--- src/hw/rtl/cbt_pkg.sv ---
// Package for the cubic Bezier tessellator: widths, register indexes and the
// load/run control bundle shared by the bit-serial units.
// No dependencies.
`default_nettype none
package cbt_pkg;
  localparam int COORD_BITS   = 16;
  localparam int SEG_BITS     = 6;
  localparam int MAX_SEG_DEF  = 63;
  localparam int T_BITS       = 16;
  localparam int Q_BITS       = T_BITS + 1;
  localparam int SQ_BITS      = 2 * Q_BITS;
  localparam int CUBE_BITS    = SQ_BITS + Q_BITS;
  localparam int W_BITS       = 49;
  localparam int CFG_AW       = 3;
  localparam int CFG_DW       = 3 * COORD_BITS;
  localparam int SUM_BITS     = COORD_BITS + 4;
  localparam int ACC_BITS     = COORD_BITS + 5;

  localparam logic [CFG_AW-1:0] REG_START  = 3'd0;
  localparam logic [CFG_AW-1:0] REG_HANDLE1 = 3'd1;
  localparam logic [CFG_AW-1:0] REG_HANDLE2 = 3'd2;
  localparam logic [CFG_AW-1:0] REG_END    = 3'd3;

  typedef struct packed {
    logic load;
    logic run;
  } unit_ctl_t;
endpackage
`default_nettype wire

--- src/hw/rtl/cubic_bezier_tessellator.sv ---
// Top level of the cubic Bezier tessellator: config registers, sequencer,
// divider, multipliers and per-axis bit-serial evaluators. Depends on cbt_pkg.
//
//  channel | dir | handshake          | payload
//  in_     | in  | tvalid/tready      | tdata[5:0] segment_count
//  out_    | out | tvalid/tready      | tdata x,y,z; tlast last_point
//  cfg_    | in  | we (no wait)       | addr register index, wdata value
//
// Each point passes through the divider, the two multiply passes and the
// 49-bit serial weighted sum, then is presented until the output takes it.
// A request with count n yields n+1 points; count zero yields none.
// Input is taken only while idle; synchronous reset clears control and config.
`default_nettype none
module cubic_bezier_tessellator #(
  parameter int MAX_SEGMENTS = cbt_pkg::MAX_SEG_DEF
) (
  input  wire logic                        clk,
  input  wire logic                        rst_n,
  input  wire logic                        in_tvalid,
  output logic                             in_tready,
  input  wire logic [7:0]                  in_tdata,   // [5:0] segment_count
  output logic                             out_tvalid,
  input  wire logic                        out_tready,
  output logic [47:0]                      out_tdata,  // point_x, point_y, point_z
  output logic                             out_tlast,  // last_point
  input  wire logic                        cfg_we,
  input  wire logic [cbt_pkg::CFG_AW-1:0]  cfg_addr,
  input  wire logic [cbt_pkg::CFG_DW-1:0]  cfg_wdata
);
  localparam int CB = cbt_pkg::COORD_BITS;
  localparam int SB = cbt_pkg::SEG_BITS;

  typedef enum logic [2:0] {S_IDLE, S_DIV, S_MULA, S_MULB, S_EVAL, S_OUT} state_t;

  state_t                          state_r, state_nxt;
  logic [5:0]                      cnt_r, cnt_nxt;
  logic [SB-1:0]                   n_r, n_nxt, i_r, i_nxt, n_in, n_sat;
  logic [cbt_pkg::CFG_DW-1:0]      ctrl_r [4];
  logic [cbt_pkg::W_BITS-1:0]      w_r [4];
  logic [cbt_pkg::W_BITS-1:0]      w_nxt [4];
  logic [cbt_pkg::T_BITS-1:0]      quo;
  logic [cbt_pkg::Q_BITS-1:0]      t_q, s_q;
  logic [cbt_pkg::SQ_BITS-1:0]     s2, t2;
  logic [cbt_pkg::CUBE_BITS-1:0]   prod [4];
  logic [3:0]                      wbit;
  logic signed [CB-1:0]            coord [3];
  cbt_pkg::unit_ctl_t              div_ctl, mula_ctl, mulb_ctl, eval_ctl;
  logic                            last_pt;

  assign n_in  = in_tdata[SB-1:0];
  assign n_sat = (32'(n_in) > MAX_SEGMENTS) ? SB'(MAX_SEGMENTS) : n_in;
  assign last_pt = (i_r == n_r);
  assign t_q = last_pt ? {1'b1, {cbt_pkg::T_BITS{1'b0}}} : {1'b0, quo};
  assign s_q = {1'b1, {cbt_pkg::T_BITS{1'b0}}} - t_q;

  assign div_ctl  = '{load: state_r == S_DIV  && cnt_r == '0, run: state_r == S_DIV  && cnt_r != '0};
  assign mula_ctl = '{load: state_r == S_MULA && cnt_r == '0, run: state_r == S_MULA && cnt_r != '0};
  assign mulb_ctl = '{load: state_r == S_MULB && cnt_r == '0, run: state_r == S_MULB && cnt_r != '0};
  assign eval_ctl = '{load: state_r == S_EVAL && cnt_r == '0, run: state_r == S_EVAL && cnt_r != '0};

  cbt_tdiv u_div (.clk(clk), .ctl(div_ctl), .idx(i_r), .div(n_r), .quo(quo));

  cbt_mul #(.AW(cbt_pkg::Q_BITS), .BW(cbt_pkg::Q_BITS)) u_ss (
    .clk(clk), .ctl(mula_ctl), .a(s_q), .b(s_q), .prod(s2));
  cbt_mul #(.AW(cbt_pkg::Q_BITS), .BW(cbt_pkg::Q_BITS)) u_tt (
    .clk(clk), .ctl(mula_ctl), .a(t_q), .b(t_q), .prod(t2));
  cbt_mul #(.AW(cbt_pkg::SQ_BITS), .BW(cbt_pkg::Q_BITS)) u_w0 (
    .clk(clk), .ctl(mulb_ctl), .a(s2), .b(s_q), .prod(prod[0]));
  cbt_mul #(.AW(cbt_pkg::SQ_BITS), .BW(cbt_pkg::Q_BITS)) u_w1 (
    .clk(clk), .ctl(mulb_ctl), .a(s2), .b(t_q), .prod(prod[1]));
  cbt_mul #(.AW(cbt_pkg::SQ_BITS), .BW(cbt_pkg::Q_BITS)) u_w2 (
    .clk(clk), .ctl(mulb_ctl), .a(t2), .b(s_q), .prod(prod[2]));
  cbt_mul #(.AW(cbt_pkg::SQ_BITS), .BW(cbt_pkg::Q_BITS)) u_w3 (
    .clk(clk), .ctl(mulb_ctl), .a(t2), .b(t_q), .prod(prod[3]));

  // handle weights carry their factor of 3 in the coefficient
  for (genvar ax = 0; ax < 3; ax++) begin : g_axis
    logic signed [CB+1:0] c0, c1, c2, c3;
    assign c0 = (CB+2)'($signed(ctrl_r[0][ax*CB +: CB]));
    assign c1 = (CB+2)'($signed(ctrl_r[1][ax*CB +: CB]) * 3);
    assign c2 = (CB+2)'($signed(ctrl_r[2][ax*CB +: CB]) * 3);
    assign c3 = (CB+2)'($signed(ctrl_r[3][ax*CB +: CB]));
    cbt_eval u_eval (.clk(clk), .ctl(eval_ctl), .c0(c0), .c1(c1), .c2(c2), .c3(c3),
                     .wbit(wbit), .coord(coord[ax]));
  end

  always_comb begin
    for (int k = 0; k < 4; k++) begin
      wbit[k]  = w_r[k][0];
      w_nxt[k] = w_r[k];
      if (eval_ctl.load) w_nxt[k] = prod[k][cbt_pkg::W_BITS-1:0];
      else if (eval_ctl.run) w_nxt[k] = w_r[k] >> 1;
    end
  end

  always_comb begin
    state_nxt = state_r;
    cnt_nxt   = cnt_r + 6'd1;
    n_nxt     = n_r;
    i_nxt     = i_r;
    unique case (state_r)
      S_IDLE: begin
        cnt_nxt = '0;
        if (in_tvalid && n_in != '0) begin
          n_nxt     = n_sat;
          i_nxt     = '0;
          state_nxt = S_DIV;
        end
      end
      S_DIV: if (cnt_r == 6'(cbt_pkg::T_BITS)) begin
        state_nxt = S_MULA;
        cnt_nxt   = '0;
      end
      S_MULA: if (cnt_r == 6'(cbt_pkg::Q_BITS)) begin
        state_nxt = S_MULB;
        cnt_nxt   = '0;
      end
      S_MULB: if (cnt_r == 6'(cbt_pkg::Q_BITS)) begin
        state_nxt = S_EVAL;
        cnt_nxt   = '0;
      end
      S_EVAL: if (cnt_r == 6'(cbt_pkg::W_BITS)) begin
        state_nxt = S_OUT;
        cnt_nxt   = '0;
      end
      S_OUT: begin
        cnt_nxt = '0;
        if (out_tready) begin
          if (last_pt) state_nxt = S_IDLE;
          else begin
            i_nxt     = i_r + SB'(1);
            state_nxt = S_DIV;
          end
        end
      end
      default: state_nxt = S_IDLE;
    endcase
  end

  always_ff @(posedge clk) begin
    if (!rst_n) begin
      state_r <= S_IDLE;
      cnt_r   <= '0;
      n_r     <= '0;
      i_r     <= '0;
      for (int k = 0; k < 4; k++) ctrl_r[k] <= '0;
    end else begin
      state_r <= state_nxt;
      cnt_r   <= cnt_nxt;
      n_r     <= n_nxt;
      i_r     <= i_nxt;
      if (cfg_we) begin
        unique case (cfg_addr)
          cbt_pkg::REG_START:   ctrl_r[0] <= cfg_wdata;
          cbt_pkg::REG_HANDLE1: ctrl_r[1] <= cfg_wdata;
          cbt_pkg::REG_HANDLE2: ctrl_r[2] <= cfg_wdata;
          cbt_pkg::REG_END:     ctrl_r[3] <= cfg_wdata;
          default: ;
        endcase
      end
    end
  end

  always_ff @(posedge clk) begin
    for (int k = 0; k < 4; k++) w_r[k] <= w_nxt[k];
  end

  assign in_tready  = (state_r == S_IDLE);
  assign out_tvalid = (state_r == S_OUT);
  assign out_tdata  = {coord[2], coord[1], coord[0]};
  assign out_tlast  = last_pt;
endmodule
`default_nettype wire

--- src/hw/rtl/cbt_tdiv.sv ---
// Restoring divider, one quotient bit per cycle: t = floor(i * 2^16 / n).
// Depends on cbt_pkg.
`default_nettype none
module cbt_tdiv (
  input  wire logic                          clk,
  input  wire cbt_pkg::unit_ctl_t            ctl,
  input  wire logic [cbt_pkg::SEG_BITS-1:0]  idx,
  input  wire logic [cbt_pkg::SEG_BITS-1:0]  div,
  output logic      [cbt_pkg::T_BITS-1:0]    quo
);
  logic [cbt_pkg::SEG_BITS:0]   rem_r, rem_nxt;
  logic [cbt_pkg::T_BITS-1:0]   quo_r, quo_nxt;
  logic [cbt_pkg::SEG_BITS:0]   dbl;
  logic                         ge;

  always_comb begin
    dbl     = {rem_r[cbt_pkg::SEG_BITS-1:0], 1'b0};
    ge      = dbl >= {1'b0, div};
    rem_nxt = rem_r;
    quo_nxt = quo_r;
    if (ctl.load) begin
      rem_nxt = {1'b0, idx};
      quo_nxt = '0;
    end else if (ctl.run) begin
      rem_nxt = ge ? dbl - {1'b0, div} : dbl;
      quo_nxt = {quo_r[cbt_pkg::T_BITS-2:0], ge};
    end
  end

  always_ff @(posedge clk) begin
    rem_r <= rem_nxt;
    quo_r <= quo_nxt;
  end

  assign quo = quo_r;
endmodule
`default_nettype wire

--- src/hw/rtl/cbt_mul.sv ---
// Shift-add multiplier, one multiplier bit per cycle.
// Depends on cbt_pkg.
`default_nettype none
module cbt_mul #(
  parameter int AW = 17,
  parameter int BW = 17
) (
  input  wire logic               clk,
  input  wire cbt_pkg::unit_ctl_t ctl,
  input  wire logic [AW-1:0]      a,
  input  wire logic [BW-1:0]      b,
  output logic      [AW+BW-1:0]   prod
);
  logic [AW-1:0] a_r, a_nxt;
  logic [AW:0]   acc_r, acc_nxt, sum;
  logic [BW-1:0] lo_r, lo_nxt;

  always_comb begin
    sum     = acc_r + (lo_r[0] ? {1'b0, a_r} : '0);
    a_nxt   = a_r;
    acc_nxt = acc_r;
    lo_nxt  = lo_r;
    if (ctl.load) begin
      a_nxt   = a;
      acc_nxt = '0;
      lo_nxt  = b;
    end else if (ctl.run) begin
      acc_nxt = {1'b0, sum[AW:1]};
      lo_nxt  = {sum[0], lo_r[BW-1:1]};
    end
  end

  always_ff @(posedge clk) begin
    a_r   <= a_nxt;
    acc_r <= acc_nxt;
    lo_r  <= lo_nxt;
  end

  assign prod = {acc_r[AW-1:0], lo_r};
endmodule
`default_nettype wire

--- src/hw/rtl/cbt_eval.sv ---
// One axis of the Bernstein sum, weights consumed one bit per cycle LSB first;
// rounds the 2^48-scaled total to nearest. Depends on cbt_pkg.
`default_nettype none
module cbt_eval (
  input  wire logic                                   clk,
  input  wire cbt_pkg::unit_ctl_t                     ctl,
  input  wire logic signed [cbt_pkg::COORD_BITS+1:0]  c0,
  input  wire logic signed [cbt_pkg::COORD_BITS+1:0]  c1,
  input  wire logic signed [cbt_pkg::COORD_BITS+1:0]  c2,
  input  wire logic signed [cbt_pkg::COORD_BITS+1:0]  c3,
  input  wire logic        [3:0]                      wbit,
  output logic signed      [cbt_pkg::COORD_BITS-1:0]  coord
);
  localparam int AB = cbt_pkg::ACC_BITS;
  logic signed [AB-1:0] hi_r, hi_nxt, addend, sum, rnd;
  logic [1:0]           drop_r, drop_nxt;

  always_comb begin
    addend = (wbit[0] ? AB'(c0) : '0) + (wbit[1] ? AB'(c1) : '0)
           + (wbit[2] ? AB'(c2) : '0) + (wbit[3] ? AB'(c3) : '0);
    sum      = hi_r + addend;
    hi_nxt   = hi_r;
    drop_nxt = drop_r;
    if (ctl.load) begin
      hi_nxt   = '0;
      drop_nxt = '0;
    end else if (ctl.run) begin
      hi_nxt   = sum >>> 1;
      drop_nxt = {sum[0], drop_r[1]};
    end
    rnd = (hi_r <<< 1) + AB'(drop_r[1]) + AB'(drop_r[0]);
  end

  always_ff @(posedge clk) begin
    hi_r   <= hi_nxt;
    drop_r <= drop_nxt;
  end

  assign coord = rnd[cbt_pkg::COORD_BITS-1:0];
endmodule
`default_nettype wire

--- config.mk ---
export PLATFORM = sky130hd
export DESIGN_NAME = cubic_bezier_tessellator
export DESIGN_NICKNAME = d
export VERILOG_FILES = /design/src/hw/rtl/cbt_pkg.sv /design/src/hw/rtl/cubic_bezier_tessellator.sv /design/src/hw/rtl/cbt_tdiv.sv /design/src/hw/rtl/cbt_mul.sv /design/src/hw/rtl/cbt_eval.sv
export SDC_FILE = /design/constraint.sdc
export NUM_CORES = 2
export LEC_CHECK = 0
export ABC_AREA = 1
export BUFFER_PORTS_ARGS = -buffer_cell sky130_fd_sc_hd__clkbuf_2
export CORE_ASPECT_RATIO = 0.8
export CORE_UTILIZATION = 50
export DETAILED_ROUTE_END_ITERATION = 8
export PLACE_DENSITY = 0.75
export SYNTH_ARGS = -nofsm -noshare
export SYNTH_HDL_FRONTEND = slang
export SYNTH_SLANG_ARGS = --single-unit
--- constraint.sdc ---
create_clock -name clk -period 7.6 [get_ports clk]
set_clock_uncertainty 0.05 [all_clocks]
set_input_delay 0.76 -clock clk [delete_from_list [all_inputs] [get_ports clk]]
set_output_delay 0.76 -clock clk [all_outputs]
set_load 0.01 [all_outputs]
# Yosys cells after proc, flatten, opt, wreduce, memory -nomap -nowiden
# Memories as Yosys holds them, arrays and structs flattened.
# Cells that the tools add are included.
# W data, S select, Z words.
[word_totals]
romBits = 0
register_bits = 483
word_cells = 190
input_bits = 64
ramBits = 388
latch_bits = 0
memories = 2
[classes]
n_reduce_logical = 23
mul = 6
muxes = 79
n_shift = 0
eq_ne = 19
add_sub_neg = 28
bitwise = 4
div = 0
n_lt_le_gt_ge = 1
[mem_list]
columns = ["memory", "words", "width", "rd", "rd_clocked_by_memory_dff", "write_ports", "line", "source"]
rows = [
  ["w_r", 4, 49, 4, 0, 4, "cubic_bezier_tessellator.sv:39", "logic [cbt_pkg::W_BITS-1:0] w_r [4];"],
  ["ctrl_r", 4, 48, 4, 0, 4, "cubic_bezier_tessellator.sv:38", "logic [cbt_pkg::CFG_DW-1:0] ctrl_r [4];"],
]
[op_table]
columns = ["operator", "n"]
rows = [
  ["$mux W49", 8],
  ["$mux W17", 15],
  ["$mux W21", 12],
  ["$mux W48", 4],
  ["$add A21 B21 Y21", 9],
  ["$add A34 B35 Y35", 4],
  ["$mux W34", 4],
  ["$mul A16 B3 Y18 const B", 6],
  ["$add A16 B1 Y16", 6],
  ["$add A20 B21 Y21", 3],
  ["$mux W6", 9],
  ["$add A17 B18 Y18", 2],
  ["$pmux W6 S4", 1],
  ["$mux W1", 18],
  ["$mux W3", 6],
  ["$pmux W3 S6", 1],
  ["$sub A17 B17 Y17 const A", 1],
  ["$add A6 B1 Y6 const B", 2],
  ["$eq A3 B2 Y1 const B", 4],
  ["$eq A6 B5 Y1 const B", 2],
  ["$ne A2 B1 Y1 const B", 6],
  ["$pmux W6 S2", 1],
  ["$reduce_bool A6 Y1", 2],
  ["$logic_and A1 B1 Y1", 9],
  ["15 further kinds", 25],
]

# Logic depth before layout (Yosys ltp)
# An unclocked memory read counts as a cell.
[depth]
ltp_word = 7
ltp_mapped = 30

# Modules after synthesis
# From an unflattened synthesis, not the netlist that was laid out.
[hier_totals]
cells_unflattened = 8472
hier_area_um2 = 64667.0
[modules_own_cells]
columns = ["module", "instances", "cells_each", "seq_area_each_um2", "area_per_inst_um2"]
rows = [
  ["cubic_bezier_tessellator", 1, 2352, 12071.6, 22132.5],
  ["cbt_mul (u_w2 ...)", 2, 795, 2212.1, 5676.7],
  ["cbt_mul (u_w0 ...)", 2, 793, 2212.1, 5624.1],
  ["cbt_eval (g_axis[0].u_eval ...)", 2, 652, 440.4, 4220.3],
  ["cbt_mul (u_ss ...)", 2, 415, 1361.3, 3034.2],
  ["cbt_eval (g_axis[1].u_eval)", 1, 658, 440.4, 4235.3],
  ["cbt_tdiv", 1, 152, 500.5, 1188.6],
]

# Worst setup path after synthesis
# Ideal clock, no wire load.
[synth_path]
path_kind = "register to register"
start = "reg state_r[0] (netlist name)"
end = "mem w_r[0][0] (netlist name), enable pin"
slack_ns = 0.648
path_buffers = 1
setup_time_ns = 0.637
required_time_ns = 6.913
arrival_ns = 6.265
period_less_slack_ns = 6.952
stages_incl_launch_ff = 5
cell_sequence = "dfxtp_1 inv_2 nand2_4 nor2_4 clkbuf_1"
[synth_rtl]
columns = ["item", "line"]
rows = [
  ["end: declaration", "cubic_bezier_tessellator.sv:39"],
]

==> qor.yml <==
fillers: 10800
synth_top_cells_by_area: "edfxtp_1 (31%), nand2_1 (12%), dfxtp_1 (9.3%), ha_1 (9.0%), inv_1 (8.1%)"
start_kind: "flop"
min-delay-start: "in_tdata[4]"
combPwrFrac_pct: 52.5
clkTransAtPathRegs_ns: 0.06
slew-limit-headroom_pct: 22.9
io_pins: 115
rsz0062_at_grt: "false"
r2r_slack_ns: 1.54
p_clk_share_pct: 19.5
fp.dieH_um: 308
finalSetupViolCount: 0
whs_path_depth: 3
vias: 49000
synth_seq_cells: 870
power_mw: 25.2
avgViaCountPerCell: 5.34
yosysWarnings: 0
die_area_um2: 119000
drc: 1
tns_ns: 0
syn_inst: 7505
worstPathRequired_ns: 8.16
diodes: 0
drv_slew: 0
clk_latency_ns: 0.72
max_freq_ghz: 0.165
cts_tree: "yes"
wl_per_cell_um: 16.9
dp.final_hpwl_um: 115000
violations: "design-rule violations"
globalplace.congestion: 0.960
arrival_ns: 6.62
rows: 112
syn_nets: 8174
power_frac_seq_pct: 28.0
worst-path-max-fanout: 5
p_switching_mw: 11.4
ir_drop_uv: 287
core_area_um2: 116000
cp-end-kind: "flop"
finalHoldViolCount: 0
firstDrtPassIters: 8
start_util_pct: 50.4
post_cts_resized: 0
hold_slack_ns: 0.261
clk_path_buf_depth: 3
r2r_start: "ctrl_r[2][2]$_SDFFCE_PN0P_"
cts.sinks: 870
drt_iter0_markers: 4484
status: "finished with violations"
utilization_pct: 54.9
swShare_pct: 45.1
ys_types: 50
clockRootBuffer: "clkbuf_16"
numCtsBuffers: 93
p_leak_nw: 31.7
syn_area_per_cell_um2: 7.82
p_int_mw: 13.8
ant_nets: 0
power-per-cell-area_nw_per_um2: 395
hold_end: "n_r[4]$_SDFFE_PN0P_"
area_delta_synth_final_pct: 8.92
crit_type: "flop to flop"
postCtsHoldBufs: 0
antenna_found_initial: 0
hp-class: "input pin to flop"
regToRegEndpoint: "g_axis[0].u_eval.hi_r[18]$_SDFFE_PP0P_"
drt-total-wl_um: 155000
grt_max_degree: 175
overflow: 0
reg2regPathDepth: 26
grt_pass1_vias: 46400
synth_top_area_share_pct: 30.5
synth_area_leader_cell: "edfxtp_1"
syn-cell-area_um2: 58700
post-cts-setup-buffers: 0
tightest_slew_ns: 1.16
htreeDepth: 3
die_x_um: 385
period_share_pct: 79.7
layout-drive-gt1-share_pct: 4.54
cap_violations: 0
grt_pass1_wl_um: 246000
portBuffers: 112
ys_seq_area_share_pct: 39.9
grt.total_usage_pct: 26.1
final_nets: 8232
finalCriticalPeriod_ns: 6.06
-- Yosys cell counts, drive strengths merged --
cell type     n
o41ai         4
a22oi         1
dfxtp       273
buf          74
a221oi        1
nand3b       17
nor2        679
or2           5
nand3       323
o21a         12
nor3b         3
o22ai        63
fa          181
edfxtp      597
o21ai       612
o211ai        1
a21boi        8
and2          9
clkbuf      114
a211oi        8
nor4          2
a21oi       514
nand4        46
xnor2        58
a21o         33
nand2      1958
a32o          2
o31ai         3
a31oi        22
xor2         77
o21bai       29
a22o          3
inv        1291
nor3         58
ha          424
-- critical path, cell delays in order, from the launching register on --
cell      delay (ns)
edfxtp_1        0.41
ha_1            0.31
ha_1            0.17
inv_1           0.05
fa_1            0.40
o21ai_0         0.18
inv_1           0.09
o21ai_0         0.59
inv_1           0.08
o21ai_0         0.22
o21ai_0         0.10
a21oi_1         0.21
fa_1            0.49
fa_1            0.56
inv_1           0.06
fa_1            0.50
inv_1           0.05
ha_1            0.36
nand2_1         0.13
nor2_1          0.18
nand3_1         0.10
nand3_1         0.20
nand3b_1        0.16
nand3_1         0.10
nand3_1         0.08
nand2_1         0.08
inv_1           0.04
-- cell type report --
type | count | area [um2] | share of cell area, %
clock inverter | 53 | 693 | 1.08
tap | 1539 | 1930 | 3.01
inverter | 1291 | 4860 | 7.60
timing repair buffer | 151 | 878 | 1.37
clock buffer | 123 | 2610 | 4.08
multi-input combinational | 5156 | 29600 | 46.3
sequential | 870 | 23400 | 36.6
-- how the worst max path moves through the flow --
stage	slack, ns	cells after the start	from	end
floorplan	0.65	4	state_r[0]$_SDFFE_PN0P_	w_r[0][0]$_DFFE_PP_
global placement	1.72	28	ctrl_r[2][2]$_SDFFCE_PN0P_	g_axis[0].u_eval.hi_r[18]$_SDFFE_PP0P_
detailed placement	1.71	26	ctrl_r[2][1]$_SDFFCE_PN0P_	g_axis[0].u_eval.hi_r[16]$_SDFFE_PP0P_
CTS	1.63	26	ctrl_r[2][2]$_SDFFCE_PN0P_	g_axis[0].u_eval.hi_r[18]$_SDFFE_PP0P_
global route	1.05	26	ctrl_r[2][2]$_SDFFCE_PN0P_	g_axis[0].u_eval.hi_r[18]$_SDFFE_PP0P_
finish	1.54	26	ctrl_r[2][2]$_SDFFCE_PN0P_	g_axis[0].u_eval.hi_r[18]$_SDFFE_PP0P_
-- flip-flops by register name, indices dropped and copies added, names as in the netlist, 34 cells and up --
signal / cells
w_r: 196
ctrl_r: 192
g_axis.u_eval.hi_r: 60
u_w0.acc_r: 34
u_w1.a_r: 34
u_w1.acc_r: 34
u_w2.a_r: 34
u_w2.acc_r: 34
u_w3.acc_r: 34
-- metal layers --
layer  part of all wire (%)  routed length [um]  up-vias  global-route usage (%)
met1                     47               72400    22700                    38.4
met5                      0                   0        -                       0
li1                       -                   -    24400                       -
met3                    8.1               12600      263                    4.50
met4                    2.5                3820        0                    6.72
met2                     43               66700     1642                    39.5
-- stage by stage --
| step | cell area [um2] | worst slack (ns) | instances |
|---|---|---|---|
| finish | 63900 | 1.54 | 9183 |
| CTS | 63900 | 1.63 | 9183 |
| floorplan | 58700 | 0.648 | 7505 |
| global route | 63900 | 1.05 | 9183 |
| global placement | 60600 | 1.72 | 9007 |
| detailed placement | 60600 | 1.71 | 9007 |
-- cells in the final DEF, fill, tap and decap left out, types with 63 or more instances in the layout --
master	instances
inv_1	1274
nand3_1	322
edfxtp_1	597
fa_1	181
o21ai_1	138
clkbuf_16	97
xor2_1	77
o21ai_0	472
nand2_1	1949
a21oi_1	514
ha_1	424
clkbuf_2	112
o22ai_1	63
nor2_1	668
dfxtp_1	273
-- cells by family after synthesis --
logic type,count (synthesis),synth area share [%]
adders and majority gates,605,15.2
xor gates and xnor gates,135,2.01
DFF,870,39.9
and+or+nand+nor,3100,21.2
buffers and inverters,1479,9.78
AOI/OAI and AO/OA,1316,11.9
-- power groups by stage --
stage	combinational, mW	clock, mW	sequential, mW
4_1_cts	13.1	5.01	7.06
5_1_grt	15.1	5.19	7.18
3_5_place_dp	13.0	0	7.15
3_3_place_gp	12.8	0	7.11
6_report	13.2	4.92	7.07
2_1_floorplan	10.0	0	6.98
No activity file was read; power rests on OpenSTA's default activity.
